File: config.mk
export PLATFORM = sky130hd
export DESIGN_NAME = temperature_alarm_with_encoder_setting
export DESIGN_NICKNAME = d
export VERILOG_FILES = /design/src/hdl/tae_pkg.sv /design/src/hdl/temperature_alarm_with_encoder_setting.sv /design/src/hdl/tae_f_convert.sv
export VERILOG_INCLUDE_DIRS = /design/src /design/src/hdl
export SDC_FILE = /design/constraint.sdc
export NUM_CORES = 1
export LEC_CHECK = 0
export ABC_AREA = 1
export BUFFER_PORTS_ARGS = -buffer_cell sky130_fd_sc_hd__buf_2
export CORE_ASPECT_RATIO = 1.4
export CORE_UTILIZATION = 47
export CTS_CLUSTER_SIZE = 12
export DETAILED_ROUTE_END_ITERATION = 8
export MAX_ROUTING_LAYER = met4
export PLACE_DENSITY_LB_ADDON = 0.05
export RECOVER_POWER = 25
export SLEW_MARGIN = 25
export SYNTH_ARGS = -nofsm -noshare
export SYNTH_HDL_FRONTEND = slang
export SYNTH_HIERARCHICAL = 1
export SYNTH_SLANG_ARGS = --single-unit
export TNS_END_PERCENT = 10
File: constraint.sdc
create_clock -name aclk -period 9.1 [get_ports aclk]
set_input_delay 1.365 -clock aclk [delete_from_list [all_inputs] [get_ports aclk]]
set_output_delay 1.365 -clock aclk [all_outputs]
set_load 0.02 [all_outputs]
File: src/hdl/temperature_alarm_with_encoder_setting_assert.svh
// Assertion macros shared by the alarm RTL. Clock aclk, reset aresetn (active low).
`ifndef TEMPERATURE_ALARM_WITH_ENCODER_SETTING_ASSERT_SVH
`define TEMPERATURE_ALARM_WITH_ENCODER_SETTING_ASSERT_SVH

`ifndef SYNTHESIS
// Check a property outside reset.
`define TAE_ASSERT(lbl, prop, msg) \
    lbl: assert property (@(posedge aclk) disable iff (!aresetn) prop) else $error(msg);
// Check a property at every edge, reset included.
`define TAE_ASSERT_ALWAYS(lbl, prop, msg) \
    lbl: assert property (@(posedge aclk) prop) else $error(msg);
`else
`define TAE_ASSERT(lbl, prop, msg)
`define TAE_ASSERT_ALWAYS(lbl, prop, msg)
`endif

`endif

File: src/hdl/tae_pkg.sv
package tae_pkg;

    localparam int CMD_W    = 2;
    localparam int RAW_W    = 12;
    localparam int NOTE_W   = 5;
    localparam int THRESH_W = 7;
    localparam int TEMP_W   = 14;

    localparam int NUM_NOTES_DEF = 25;

    localparam int THRESH_MIN   = 60;
    localparam int THRESH_MAX   = 100;
    localparam int THRESH_RESET = 80;
    localparam int NOTE_RESET   = 10;
    localparam int HOT_MARGIN   = 32;
    localparam int F_OFFSET     = 512;

    // Input beat: tdata = raw_celsius, enc_a, enc_b, note_button_n, thresh_button_n
    localparam int S_TDATA_W = 16;
    // Result beat: alarm_state .. temp_f16 = 33 bits, padded to whole bytes
    localparam int M_FIELDS_W = 33;
    localparam int M_TDATA_W  = 40;

    typedef enum logic [CMD_W-1:0] {
        CMD_SAMPLE  = 2'd0,
        CMD_ENCODER = 2'd1,
        CMD_BUTTONS = 2'd2
    } cmd_t;

    typedef enum logic [1:0] {
        BAND_COOL = 2'd0,
        BAND_WARM = 2'd1,
        BAND_HOT  = 2'd2
    } band_t;

endpackage

File: src/hdl/temperature_alarm_with_encoder_setting.sv
// A beat accepted on s_* waits in the input register, then moves into the result register on m_*.
// Throughput: one beat per cycle while m_tready is high; an input register and a result register
// part the two sides, so a new beat is taken while a finished result still waits on m_tready.
// Reset (aresetn low, synchronous): both stages empty, band cool, threshold 80 F,
// note 10 (or NUM_NOTES-1 if smaller), encoder phase 0, note edited, temperature 0.
`include "temperature_alarm_with_encoder_setting_assert.svh"

module temperature_alarm_with_encoder_setting #(
    parameter int NUM_NOTES = tae_pkg::NUM_NOTES_DEF
) (
    input  logic                            aclk,
    input  logic                            aresetn,

    input  logic                            s_tvalid,
    output logic                            s_tready,
    // [11:0] raw_celsius, [12] enc_a, [13] enc_b, [14] note_button_n, [15] thresh_button_n
    input  logic [tae_pkg::S_TDATA_W-1:0]   s_tdata,
    // [1:0] command
    input  logic [tae_pkg::CMD_W-1:0]       s_tuser,

    output logic                            m_tvalid,
    input  logic                            m_tready,
    // [1:0] alarm_state, [2] green_led, [3] red_led, [4] blink_enable, [5] tone_start,
    // [10:6] alert_note, [17:11] threshold_f, [18] edit_target, [32:19] temp_f16, rest zero
    output logic [tae_pkg::M_TDATA_W-1:0]   m_tdata
);

    localparam int NW = tae_pkg::NOTE_W;
    localparam int TW = tae_pkg::THRESH_W;

    localparam logic [NW-1:0] NOTE_MAX  = NW'(NUM_NOTES - 1);
    localparam logic [NW-1:0] NOTE_INIT = (tae_pkg::NOTE_RESET < NUM_NOTES) ?
                                          NW'(tae_pkg::NOTE_RESET) : NW'(NUM_NOTES - 1);

    // ---------------------------------------------------------------
    // Input register
    // ---------------------------------------------------------------
    logic                              in_valid_reg;
    logic [tae_pkg::CMD_W-1:0]         in_cmd_reg;
    logic signed [tae_pkg::RAW_W-1:0]  in_raw_reg;
    logic                              in_a_reg;
    logic                              in_b_reg;
    logic                              in_note_btn_n_reg;
    logic                              in_thresh_btn_n_reg;

    // Advance: the held beat moves into the result register this edge.
    logic advance;

    logic                              out_valid_reg;

    assign advance  = in_valid_reg && (!out_valid_reg || m_tready);
    assign s_tready = !in_valid_reg || advance;

    always_ff @(posedge aclk) begin
        if (!aresetn) begin
            in_valid_reg <= 1'b0;
        end else if (s_tvalid && s_tready) begin
            in_valid_reg <= 1'b1;
        end else if (advance) begin
            in_valid_reg <= 1'b0;
        end
    end

    // Payload needs no reset: capture on every accepted beat.
    always_ff @(posedge aclk) begin
        if (s_tvalid && s_tready) begin
            in_cmd_reg          <= s_tuser;
            in_raw_reg          <= s_tdata[11:0];
            in_a_reg            <= s_tdata[12];
            in_b_reg            <= s_tdata[13];
            in_note_btn_n_reg   <= s_tdata[14];
            in_thresh_btn_n_reg <= s_tdata[15];
        end
    end

    // ---------------------------------------------------------------
    // Settings and encoder state
    // ---------------------------------------------------------------
    logic [TW-1:0]                     threshold_reg, threshold_next;
    logic [NW-1:0]                     note_reg, note_next;
    logic [1:0]                        phase_reg, phase_next;
    logic                              edit_reg, edit_next;
    logic signed [tae_pkg::TEMP_W-1:0] temp_reg, temp_next;
    tae_pkg::band_t                    band_reg, band_next;

    logic signed [tae_pkg::TEMP_W-1:0] conv_temp;

    tae_f_convert u_f_convert (
        .raw_celsius (in_raw_reg),
        .temp_f16    (conv_temp)
    );

    // Quadrature decode: first matching rule for the current phase wins.
    logic [1:0]         enc_phase;
    logic signed [1:0]  enc_step;

    always_comb begin
        enc_phase = phase_reg;
        enc_step  = 2'sd0;
        unique case (phase_reg)
            2'd0: begin
                if (in_a_reg) begin
                    enc_phase = 2'd1; enc_step = 2'sd1;
                end else if (in_b_reg) begin
                    enc_phase = 2'd2; enc_step = -2'sd1;
                end
            end
            2'd1: begin
                if (in_b_reg) begin
                    enc_phase = 2'd3; enc_step = 2'sd1;
                end else if (!in_a_reg) begin
                    enc_phase = 2'd0; enc_step = -2'sd1;
                end
            end
            2'd2: begin
                if (!in_b_reg) begin
                    enc_phase = 2'd0; enc_step = 2'sd1;
                end else if (in_a_reg) begin
                    enc_phase = 2'd3; enc_step = -2'sd1;
                end
            end
            default: begin
                if (!in_b_reg) begin
                    enc_phase = 2'd1; enc_step = -2'sd1;
                end else if (!in_a_reg) begin
                    enc_phase = 2'd2; enc_step = 2'sd1;
                end
            end
        endcase
    end

    // Step the edited setting and clamp it to its range, step or not.
    logic signed [NW+1:0] note_sum;
    logic signed [TW+1:0] thresh_sum;
    logic [NW-1:0]        note_clamped;
    logic [TW-1:0]        thresh_clamped;

    assign note_sum   = $signed({2'b00, note_reg}) + (NW+2)'(enc_step);
    assign thresh_sum = $signed({2'b00, threshold_reg}) + (TW+2)'(enc_step);

    always_comb begin
        if (note_sum < 0) begin
            note_clamped = '0;
        end else if (note_sum > $signed({2'b00, NOTE_MAX})) begin
            note_clamped = NOTE_MAX;
        end else begin
            note_clamped = note_sum[NW-1:0];
        end

        if (thresh_sum < (TW+2)'(tae_pkg::THRESH_MIN)) begin
            thresh_clamped = TW'(tae_pkg::THRESH_MIN);
        end else if (thresh_sum > (TW+2)'(tae_pkg::THRESH_MAX)) begin
            thresh_clamped = TW'(tae_pkg::THRESH_MAX);
        end else begin
            thresh_clamped = thresh_sum[TW-1:0];
        end
    end

    // Apply the beat's command; an unused code leaves every setting alone.
    always_comb begin
        threshold_next = threshold_reg;
        note_next      = note_reg;
        phase_next     = phase_reg;
        edit_next      = edit_reg;
        temp_next      = temp_reg;
        if (advance) begin
            unique case (in_cmd_reg)
                tae_pkg::CMD_SAMPLE: begin
                    temp_next = conv_temp;
                end
                tae_pkg::CMD_ENCODER: begin
                    phase_next = enc_phase;
                    if (edit_reg) begin
                        threshold_next = thresh_clamped;
                    end else begin
                        note_next = note_clamped;
                    end
                end
                tae_pkg::CMD_BUTTONS: begin
                    // Note button has priority; no press keeps the target.
                    if (!in_note_btn_n_reg) begin
                        edit_next = 1'b0;
                    end else if (!in_thresh_btn_n_reg) begin
                        edit_next = 1'b1;
                    end
                end
                default: begin
                end
            endcase
        end
    end

    // ---------------------------------------------------------------
    // Band machine: d = temperature - 16*threshold, both after this beat
    // ---------------------------------------------------------------
    logic signed [15:0] diff;
    logic               tone_next;

    assign diff = 16'(temp_next) - $signed({5'b0, threshold_next, 4'b0});

    always_comb begin
        band_next = band_reg;
        tone_next = 1'b0;
        if (advance) begin
            unique case (band_reg)
                tae_pkg::BAND_COOL: begin
                    if (diff > 16'sd0) begin
                        if (diff > 16'(tae_pkg::HOT_MARGIN)) begin
                            band_next = tae_pkg::BAND_HOT;
                            tone_next = 1'b1;
                        end else begin
                            band_next = tae_pkg::BAND_WARM;
                        end
                    end
                end
                tae_pkg::BAND_WARM: begin
                    if (diff <= 16'sd0) begin
                        band_next = tae_pkg::BAND_COOL;
                    end else if (diff > 16'(tae_pkg::HOT_MARGIN)) begin
                        band_next = tae_pkg::BAND_HOT;
                        tone_next = 1'b1;
                    end
                end
                default: begin
                    if (diff <= 16'sd0) begin
                        band_next = tae_pkg::BAND_COOL;
                    end else if (diff < 16'(tae_pkg::HOT_MARGIN)) begin
                        band_next = tae_pkg::BAND_WARM;
                    end
                end
            endcase
        end
    end

    always_ff @(posedge aclk) begin
        if (!aresetn) begin
            band_reg      <= tae_pkg::BAND_COOL;
            threshold_reg <= TW'(tae_pkg::THRESH_RESET);
            note_reg      <= NOTE_INIT;
            phase_reg     <= 2'd0;
            edit_reg      <= 1'b0;
            temp_reg      <= '0;
        end else begin
            band_reg      <= band_next;
            threshold_reg <= threshold_next;
            note_reg      <= note_next;
            phase_reg     <= phase_next;
            edit_reg      <= edit_next;
            temp_reg      <= temp_next;
        end
    end

    // ---------------------------------------------------------------
    // Result register
    // ---------------------------------------------------------------
    tae_pkg::band_t                    out_band_reg;
    logic                              out_tone_reg;
    logic [NW-1:0]                     out_note_reg;
    logic [TW-1:0]                     out_thresh_reg;
    logic                              out_edit_reg;
    logic signed [tae_pkg::TEMP_W-1:0] out_temp_reg;

    always_ff @(posedge aclk) begin
        if (!aresetn) begin
            out_valid_reg <= 1'b0;
        end else if (advance) begin
            out_valid_reg <= 1'b1;
        end else if (m_tready) begin
            out_valid_reg <= 1'b0;
        end
    end

    // Hold the result until taken; load a new one on advance.
    always_ff @(posedge aclk) begin
        if (advance) begin
            out_band_reg   <= band_next;
            out_tone_reg   <= tone_next;
            out_note_reg   <= note_next;
            out_thresh_reg <= threshold_next;
            out_edit_reg   <= edit_next;
            out_temp_reg   <= temp_next;
        end
    end

    logic green_led, red_led, blink_enable;

    assign green_led    = (out_band_reg == tae_pkg::BAND_COOL);
    assign red_led      = (out_band_reg == tae_pkg::BAND_HOT);
    assign blink_enable = (out_band_reg == tae_pkg::BAND_WARM);

    assign m_tvalid = out_valid_reg;
    assign m_tdata  = {(tae_pkg::M_TDATA_W - tae_pkg::M_FIELDS_W)'(0),
                       out_temp_reg, out_edit_reg, out_thresh_reg, out_note_reg,
                       out_tone_reg, blink_enable, red_led, green_led, out_band_reg};

    // ---------------------------------------------------------------
    // Assertions
    // ---------------------------------------------------------------
    `TAE_ASSERT(a_thresh_range,
        (threshold_reg >= TW'(tae_pkg::THRESH_MIN)) && (threshold_reg <= TW'(tae_pkg::THRESH_MAX)),
        "threshold left its range")
    `TAE_ASSERT(a_note_range, note_reg <= NOTE_MAX, "alert note beyond last note")
    `TAE_ASSERT(a_tone_hot,
        out_valid_reg && out_tone_reg |-> out_band_reg == tae_pkg::BAND_HOT,
        "tone pulse outside hot band")
    `TAE_ASSERT(a_in_hold, in_valid_reg && !advance |=> in_valid_reg, "held input beat dropped")
    `TAE_ASSERT(a_settings_idle,
        !advance |=> $stable(threshold_reg) && $stable(note_reg) && $stable(band_reg),
        "state moved without a beat")
    `TAE_ASSERT_ALWAYS(a_reset_empty, !aresetn |=> !m_tvalid && s_tready,
        "pipeline not empty after reset")

endmodule

File: src/hdl/tae_f_convert.sv
// Celsius*16 to Fahrenheit*16: trunc(raw*9/5) + 512, truncation toward zero.
module tae_f_convert (
    input  logic signed [tae_pkg::RAW_W-1:0]  raw_celsius,
    output logic signed [tae_pkg::TEMP_W-1:0] temp_f16
);

    // floor(m/5) == (m*RECIP5) >> RECIP5_SHIFT exactly for m below 2^18
    localparam logic [31:0] RECIP5       = 32'd52429;
    localparam int          RECIP5_SHIFT = 18;

    logic signed [15:0] raw_ext;
    logic signed [15:0] times9;
    logic               neg;
    logic [14:0]        mag;
    logic [31:0]        prod;
    logic [12:0]        quo;
    logic signed [13:0] quo_signed;

    assign raw_ext = 16'(raw_celsius);
    assign times9  = (raw_ext <<< 3) + raw_ext;
    assign neg     = times9[15];
    assign mag     = neg ? 15'(-times9) : times9[14:0];
    assign prod    = {17'b0, mag} * RECIP5;
    assign quo     = prod[RECIP5_SHIFT+12:RECIP5_SHIFT];

    assign quo_signed = neg ? -$signed({1'b0, quo}) : $signed({1'b0, quo});
    assign temp_f16   = quo_signed + 14'(tae_pkg::F_OFFSET);

endmodule

Word-level counts from Yosys, hierarchy flattened
Cells that the tools add are included.
Widths: inputs -> output; s select.
- $add $sub $neg: 7
- multiply operators: 1
- divide/modulo/power cells: 0
- $lt $le $gt $ge: 8
- eq/ne operators: 11
- shift-type cells: 0
- multiplexer cells: 52
- bitwise operators: 0
- reductions and logical operators: 13
- operator list (kind ; count):
    $mux 2 ; 22
    $mux 14 ; 3
    $mux 7 ; 5
    $mul 15x16->31 const B ; 1
    $mux 5 ; 5
    $add 15x12->16 ; 1
    $gt 15x1->1 const B ; 1
    $gt 15x7->1 const B ; 1
    $le 15x1->1 const B ; 1
    $lt 15x7->1 const B ; 1
    $mux 15 ; 1
    $neg 15->15 ; 1
    $sub 14x12->15 ; 1
    $add 14x11->14 const B ; 1
    $neg 13->14 ; 1
    $mux 1 ; 12
    $pmux 2 s3 ; 2
    $add 8x2->9 ; 1
    $gt 9x8->1 const B ; 1
    $lt 9x7->1 const B ; 1
    $ne 3x3->1 const B ; 3
    $eq 2x1->1 const B ; 4
    $logic_not 2->1 ; 4
    $add 6x2->7 ; 1
    11 further kinds ; 17
- flip-flop bits (word level): 81
- latch bits: 0
- bits in writable memories: 0
- memory bits (read-only): 0
- bits of input ports: 22
- output and inout port bits: 42
- word-level logic and storage cells: 112
- memories kept: 0

Depth between registers and ports, before layout
- depth in word-level cells: 16
- mapped depth: 63
- mapped depth without buffers: 63

By module
The synthesis kept the hierarchy.
- modules (own cells, without submodules) (module ; instances ; cells each ; area each (um^2) ; sequential area each (um^2)):
    tae_f_convert ; 1 ; 886 ; 5865.6 ; 0.0
    temperature_alarm_with_encoder_setting ; 1 ; 498 ; 4372.9 ; 2102.0

Worst setup path after synthesis
No wires, ideal clock.
- kind: reg2reg
- start: register in_raw_reg[0] (netlist name)
- end: register out_band_reg[0], data pin
- setup time: 0.255 ns
- arrival: 8.657 ns
- data required time: 8.845 ns
- setup slack: 0.188 ns
- stages on the path, launching flop included: 55
- path buffers: 0
- clock period less this slack: 8.912 ns
- cell sequence: edfxtp_1 > ha_1 > fa_1 > inv_1 > nand2_1 > nand2_1 > nand2_1 > nor2_1 > nand3_1 > nor2_1 > nand4_1 > nand2_1 > nand3_1 > nand2_1 > inv_1 > ha_1 > inv_1 > fa_1 > (+19 left out) > nand2_1 > nand2_1 > ha_1 > nor2_1 > a21oi_1 > ha_1 > a21oi_1 > nand2_1 > a21oi_1 > nand2_1 > nand2_1 > nor2_1 > nand4_1 > nand2_1 > nor2_1 > nand2_1 > nand2_1 > nand2_1
- longest elaborated chain between the ends: 15
- elaborated cells between the ends (all ways): 22
- those cells by class: add/sub (5); mul (1); order compare (4); mux (12)
- RTL lines (what ; line ; source):
    from (decl) ; temperature_alarm_with_encoder_setting.sv:40 ; logic signed [tae_pkg::RAW_W-1:0] in_raw_reg;
    from (signal assigned) ; temperature_alarm_with_encoder_setting.sv:68 ; in_raw_reg <= s_tdata[11:0];
    $add 15x12->16 (*) ; tae_f_convert.sv:20 ; assign times9 = (raw_ext <<< 3) + raw_ext;
    $neg 15->15 ; tae_f_convert.sv:22 ; assign mag = neg ? 15'(-times9) : times9[14:0];
    $mux 15 ; tae_f_convert.sv:22 ;
    $mul 15x16->31 ; tae_f_convert.sv:23 ; assign prod = {17'b0, mag} * RECIP5;
    $neg 13->14 ; tae_f_convert.sv:26 ; assign quo_signed = neg ? -$signed({1'b0, quo}) : $signed({1'b0, quo});
    $mux 14 (*) ; tae_f_convert.sv:26 ;
    $add 14x11->14 (*) ; tae_f_convert.sv:27 ; assign temp_f16 = quo_signed + 14'(tae_pkg::F_OFFSET);
    net conv_temp, one bit ; temperature_alarm_with_encoder_setting.sv:86 ; logic signed [tae_pkg::TEMP_W-1:0] conv_temp;
    (+2 left out) ; -- ;
    net temp_next, one bit ; temperature_alarm_with_encoder_setting.sv:83 ; logic signed [tae_pkg::TEMP_W-1:0] temp_reg, temp_next;
    $sub 14x12->15 (*) ; temperature_alarm_with_encoder_setting.sv:199 ; assign diff = 16'(temp_next) - $signed({5'b0, threshold_next, 4'b0});
    $lt 15x7->1 / $gt 15x7->1 (equally long branches) ; temperature_alarm_with_encoder_setting.sv:227, temperature_alarm_with_encoder_setting.sv:208, temperature_alarm_with_encoder_setting.sv:219 ;
    $mux 2, on equally long branches ; temperature_alarm_with_encoder_setting.sv:227, temperature_alarm_with_encoder_setting.sv:208, temperature_alarm_with_encoder_setting.sv:219 ;
    $mux 2, on equally long branches ; temperature_alarm_with_encoder_setting.sv:225, temperature_alarm_with_encoder_setting.sv:207, temperature_alarm_with_encoder_setting.sv:217 ;
    $pmux 2 s2 (*) ; temperature_alarm_with_encoder_setting.sv:205 ; unique case (band_reg)
    $mux 2 (*) ; temperature_alarm_with_encoder_setting.sv:204 ; if (advance) begin
    net band_next[0] ; temperature_alarm_with_encoder_setting.sv:84 ; tae_pkg::band_t band_reg, band_next;
    to (signal assigned) ; temperature_alarm_with_encoder_setting.sv:276 ; out_band_reg <= band_next;
    to (decl) ; temperature_alarm_with_encoder_setting.sv:256 ; tae_pkg::band_t out_band_reg;
Mark *: on every way through the listed nets, which the timed path passes. The rest lies on a longest branch.
A chain may end at the register's enable or synchronous reset.

Worst setup path after layout
Ends and elaborated chain as after synthesis.

==> impl_results.html <==
<table>
<tr><th>Metric</th><th>Value</th></tr>
<tr><th colspan="2">Clock tree</th></tr>
<tr><td>Clock latency reported for the late side of the worst-skew pair</td><td>350 ps</td></tr>
<tr><td>Clk root buf</td><td>sky130_fd_sc_hd__clkbuf_16</td></tr>
<tr><td>Maximum clock insertion buffer count</td><td>2</td></tr>
<tr><td>Number of buffers created by CTS</td><td>9</td></tr>
<tr><td>TritonCTS Sinks</td><td>81</td></tr>
<tr><td>CTS Hold Buffers Added</td><td>0</td></tr>
<tr><td>TritonCTS clock tree</td><td>yes</td></tr>
<tr><td>H-tree levels</td><td>3</td></tr>
<tr><td>Clock edge transition at the registers on the reported setup and hold paths</td><td>60 ps</td></tr>
<tr><th colspan="2">STA</th></tr>
<tr><td>Unrepaired setup endpoints after global routing</td><td>yes</td></tr>
<tr><td>Number of endpoints with negative hold slack in the final report</td><td>0</td></tr>
<tr><td>Achievable clock frequency</td><td>0.111 GHz</td></tr>
<tr><td>Normalized max-slew margin</td><td>37.9%</td></tr>
<tr><td>Slew at the pin closest to its max-slew limit</td><td>926 ps</td></tr>
<tr><td>Time the worst path needs with I/O delays and setup</td><td>9000 ps</td></tr>
<tr><td>Maximum clock skew at final layout</td><td>7.85 ps</td></tr>
<tr><td>Max-slew violation total from the final report</td><td>0</td></tr>
<tr><td>Post-route setup slack</td><td>101 ps</td></tr>
<tr><td>Final count of negative-setup-slack endpoints</td><td>0</td></tr>
<tr><td>Portion of the clock cycle consumed by the worst path in the final layout</td><td>98.9%</td></tr>
<tr><th colspan="2">Synthesis</th></tr>
<tr><td>Dominant combinational cell family by area after synthesis</td><td>adder cells</td></tr>
<tr><td>Seq cells post-synth</td><td>81</td></tr>
<tr><td>Sequential fraction of the synthesis area</td><td>20.5%</td></tr>
<tr><td>Simple logic cell fraction of the synthesized area</td><td>25.3%</td></tr>
<tr><td>Unique cell type count in the Yosys netlist</td><td>58</td></tr>
<tr><td>Fraction of post-synthesis cell area in the top cell type by area</td><td>18.3%</td></tr>
<tr><td>Compound-cell area share of the yosys netlist</td><td>7.99%</td></tr>
<tr><td>Post-Synthesis Cells</td><td>1384</td></tr>
<tr><td>Post-synthesis share of cell area spent on full adders, half adders and majority gates</td><td>30.6%</td></tr>
<tr><td>Number of synthesis warnings</td><td>6</td></tr>
<tr><td>Share of synthesized area spent on multiplexers</td><td>0%</td></tr>
<tr><td>Main area contributors after synthesis</td><td>sky130_fd_sc_hd__ha_1 (18%), sky130_fd_sc_hd__edfxtp_1 (14%), sky130_fd_sc_hd__nand2_1 (12%), sky130_fd_sc_hd__fa_1 (12%), sky130_fd_sc_hd__inv_1 (11%)</td></tr>
<tr><td>Xor/xnor cell area share of the yosys netlist</td><td>3.15%</td></tr>
<tr><td>Dominant cell type by area after synthesis</td><td>sky130_fd_sc_hd__ha_1</td></tr>
<tr><td>Per-instance average area after synthesis</td><td>7.40 um^2</td></tr>
<tr><td>Netlist area before placement</td><td>10200 um^2</td></tr>
<tr><th colspan="2">Global route</th></tr>
<tr><td>Total global-route track usage</td><td>26.0%</td></tr>
<tr><td>Largest net degree at the start of global routing</td><td>37</td></tr>
<tr><td>Via count of the first global-routing pass</td><td>9353</td></tr>
<tr><td>Wire length of the first global-routing pass</td><td>43800 um</td></tr>
<tr><td>Leftover overflow at the end of global routing</td><td>0</td></tr>
<tr><td>Initial antenna violation count</td><td>0</td></tr>
<tr><th colspan="2">Critical path</th></tr>
<tr><td>Worst R2R Path Depth</td><td>56</td></tr>
<tr><td>Critical path's slowest cell</td><td>sky130_fd_sc_hd__fa_1</td></tr>
<tr><td>Critical path capture point type</td><td>register</td></tr>
<tr><td>Crit path DAT</td><td>9100 ps</td></tr>
<tr><td>Slowest stage delay, CP</td><td>600 ps</td></tr>
<tr><td>Maximum fanout count along the critical path</td><td>4</td></tr>
<tr><td>Kind of critical path</td><td>reg2reg</td></tr>
<tr><td>WP data required</td><td>9210 ps</td></tr>
<tr><td>Critical path launch point type</td><td>register</td></tr>
<tr><th colspan="2">Min path</th></tr>
<tr><td>Cell depth of the worst hold path</td><td>2</td></tr>
<tr><td>Class of the tightest hold or removal check</td><td>reg2reg</td></tr>
<tr><th colspan="2">Drt</th></tr>
<tr><td>Total DRC errors in the routed layout</td><td>0</td></tr>
<tr><td>Count of routing violations after the opening detailed-route iteration</td><td>304</td></tr>
<tr><td>Post-DR vias/cell</td><td>4.99</td></tr>
<tr><td>Total wire length after detailed routing</td><td>26900 um</td></tr>
<tr><td>Wire length per cell</td><td>14.6 um</td></tr>
<tr><td>Detailed-router iteration count before antenna repair</td><td>4</td></tr>
<tr><td>Antenna Nets Post-Route</td><td>0</td></tr>
<tr><td>Total vias in the final route</td><td>9193</td></tr>
<tr><th colspan="2">Floorplanning</th></tr>
<tr><td>Top-Level Pins</td><td>64</td></tr>
<tr><td>Width of the die</td><td>127 um</td></tr>
<tr><td>Placeable core region</td><td>21300 um^2</td></tr>
<tr><td>Die Height</td><td>177 um</td></tr>
<tr><td>Placement row count</td><td>63</td></tr>
<tr><td>Initial core utilization</td><td>48.1%</td></tr>
<tr><td>DIE AREA</td><td>22400 um^2</td></tr>
<tr><th colspan="2">Cells and area</th></tr>
<tr><td>Ratio of cells with drive above 1 in the final layout</td><td>24.5%</td></tr>
<tr><td>Register area</td><td>2100 um^2</td></tr>
<tr><td>Non-Filler Cell Area, Final</td><td>12700 um^2</td></tr>
<tr><td>Final non-filler cell total</td><td>1841</td></tr>
<tr><td>Antenna fix cells</td><td>0</td></tr>
<tr><td>Nets</td><td>1811</td></tr>
<tr><td>Area Overhead vs Synth</td><td>23.7%</td></tr>
<tr><td>Utilization of the core after routing</td><td>59.5%</td></tr>
<tr><td>Layout filler cell count</td><td>2013</td></tr>
<tr><td>Multi-input gate area</td><td>7490 um^2</td></tr>
<tr><th colspan="2">Place</th></tr>
<tr><td>Estimated wirelength of the detail-placed design</td><td>22200 um</td></tr>
<tr><td>Port Buffers</td><td>56</td></tr>
<tr><td>Cell area reported after detailed placement</td><td>11600 um^2</td></tr>
<tr><td>Placer's final routability congestion estimate</td><td>0.926</td></tr>
<tr><td>Number of placed instances with taps included</td><td>1799</td></tr>
<tr><td>Place WS</td><td>-333 ps</td></tr>
<tr><th colspan="2">Job</th></tr>
<tr><td>Max_cap viols</td><td>0</td></tr>
<tr><th colspan="2">Status</th></tr>
<tr><td>Result of the run</td><td>finished clean</td></tr>
</table>
[path summary, 6_finish.rpt]
check	startpoint	endpoint	slack [ps]
max	in_raw_reg[0]	out_band_reg[0]	100
min	temp_reg[7]	temp_reg[7]	460
max reg2reg	in_raw_reg[0]	out_band_reg[0]	100
min reg2reg	temp_reg[7]	temp_reg[7]	460
[placed cells by master (no fill, tap or decap), types with 7 or more instances in the layout]
| master | count |
|---|---|
| sky130_fd_sc_hd__a21oi_1 | 45 |
| sky130_fd_sc_hd__a21oi_2 | 12 |
| sky130_fd_sc_hd__buf_2 | 56 |
| sky130_fd_sc_hd__buf_4 | 137 |
| sky130_fd_sc_hd__clkbuf_16 | 10 |
| sky130_fd_sc_hd__conb_1 | 7 |
| sky130_fd_sc_hd__dfxtp_1 | 33 |
| sky130_fd_sc_hd__edfxtp_1 | 48 |
| sky130_fd_sc_hd__fa_1 | 57 |
| sky130_fd_sc_hd__ha_1 | 129 |
| sky130_fd_sc_hd__ha_4 | 15 |
| sky130_fd_sc_hd__inv_1 | 281 |
| sky130_fd_sc_hd__inv_2 | 19 |
| sky130_fd_sc_hd__nand2_1 | 309 |
| sky130_fd_sc_hd__nand2_2 | 45 |
| sky130_fd_sc_hd__nand3_1 | 60 |
| sky130_fd_sc_hd__nand3_2 | 17 |
| sky130_fd_sc_hd__nand4_1 | 18 |
| sky130_fd_sc_hd__nor2_1 | 89 |
| sky130_fd_sc_hd__nor2_2 | 20 |
| sky130_fd_sc_hd__nor2_4 | 9 |
| sky130_fd_sc_hd__nor3_1 | 8 |
| sky130_fd_sc_hd__o21ai_0 | 28 |
| sky130_fd_sc_hd__xor2_1 | 24 |
[per-layer routing]
metal	up-vias	part of all wire (%)	track usage (%)
li1	4725	-	-
met1	4236	39	26.2
met2	164	54	49.4
met3	68	2.2	2.69
met4	0	4.7	13.6
met5	-	0	-
[per-stage QoR]
| stage | hold WS [ps] | setup TNS (ps) |
|---|---|---|
| finish | 465 | 0 |
| CTS | 467 | 0 |
| floorplan | 444 | 0 |
| detailed placement | 456 | -1130 |
| global placement | 451 | -892 |
| global route | 497 | -1630 |
[cell families (layout without fill, tap and decap cells)]
family,Yosys count,after routing
xor+xnor,36,36
buf+inv,321,512
flops,81,81
compound gates,135,135
simple gates,597,597
fa+ha+maj,213,213
other cells,1,7
[cell usage after synthesis (all sizes together)]
| cell | n |
|---|---|
| and2 | 2 |
| o2111ai | 1 |
| o21bai | 7 |
| o22a | 1 |
| ha | 150 |
| nor2 | 118 |
| a21o | 5 |
| a21oi | 60 |
| xnor2 | 7 |
| o21a | 2 |
| edfxtp | 48 |
| clkbuf | 4 |
| or2 | 2 |
| a21boi | 3 |
| a31oi | 5 |
| a211oi | 6 |
| nand2 | 357 |
| xor2 | 29 |
| clkinv | 1 |
| o211ai | 1 |
| nand4 | 18 |
| o31ai | 1 |
| fa | 63 |
| nor3 | 10 |
| nand3b | 6 |
| a22oi | 2 |
| inv | 301 |
| conb | 1 |
| o22ai | 2 |
| buf | 15 |
| o311ai | 1 |
| dfxtp | 33 |
| nand3 | 79 |
| o21ai | 38 |
| nor3b | 1 |
| nor4 | 4 |
[worst max-delay path, delay by kind of cell, from the launching register on]
family                     cells  cell delay, ps
xor gates and xnor gates       2             360
AOI/OAI and AO/OA              6             840
and+or+nand+nor               25            2030
DFF                            1             410
adders and majority gates     11            4030
buffers and inverters         12            1050
[cell type report]
cell class | instances | area share (%)
Multi-Input combinational cell | 988 | 59.1
Sequential cell | 81 | 16.6
Timing Repair Buffer | 194 | 10.4
Inverter | 302 | 8.97
Tap cell | 260 | 2.57
Clock buffer | 12 | 2.04
Clock inverter | 4 | 0.277
[repair_timing]
action / 4_1_cts / 5_1_grt
cloned: 0 / 0
buffers inserted: 5 / 21
pin swaps: 20 / 75
endpoints found under the setup margin: 5 / 5
gates resized for setup: 29 / 112
Power is not shown: default switching activity piles up to over one toggle a cycle in this logic, so the estimate is an artifact.
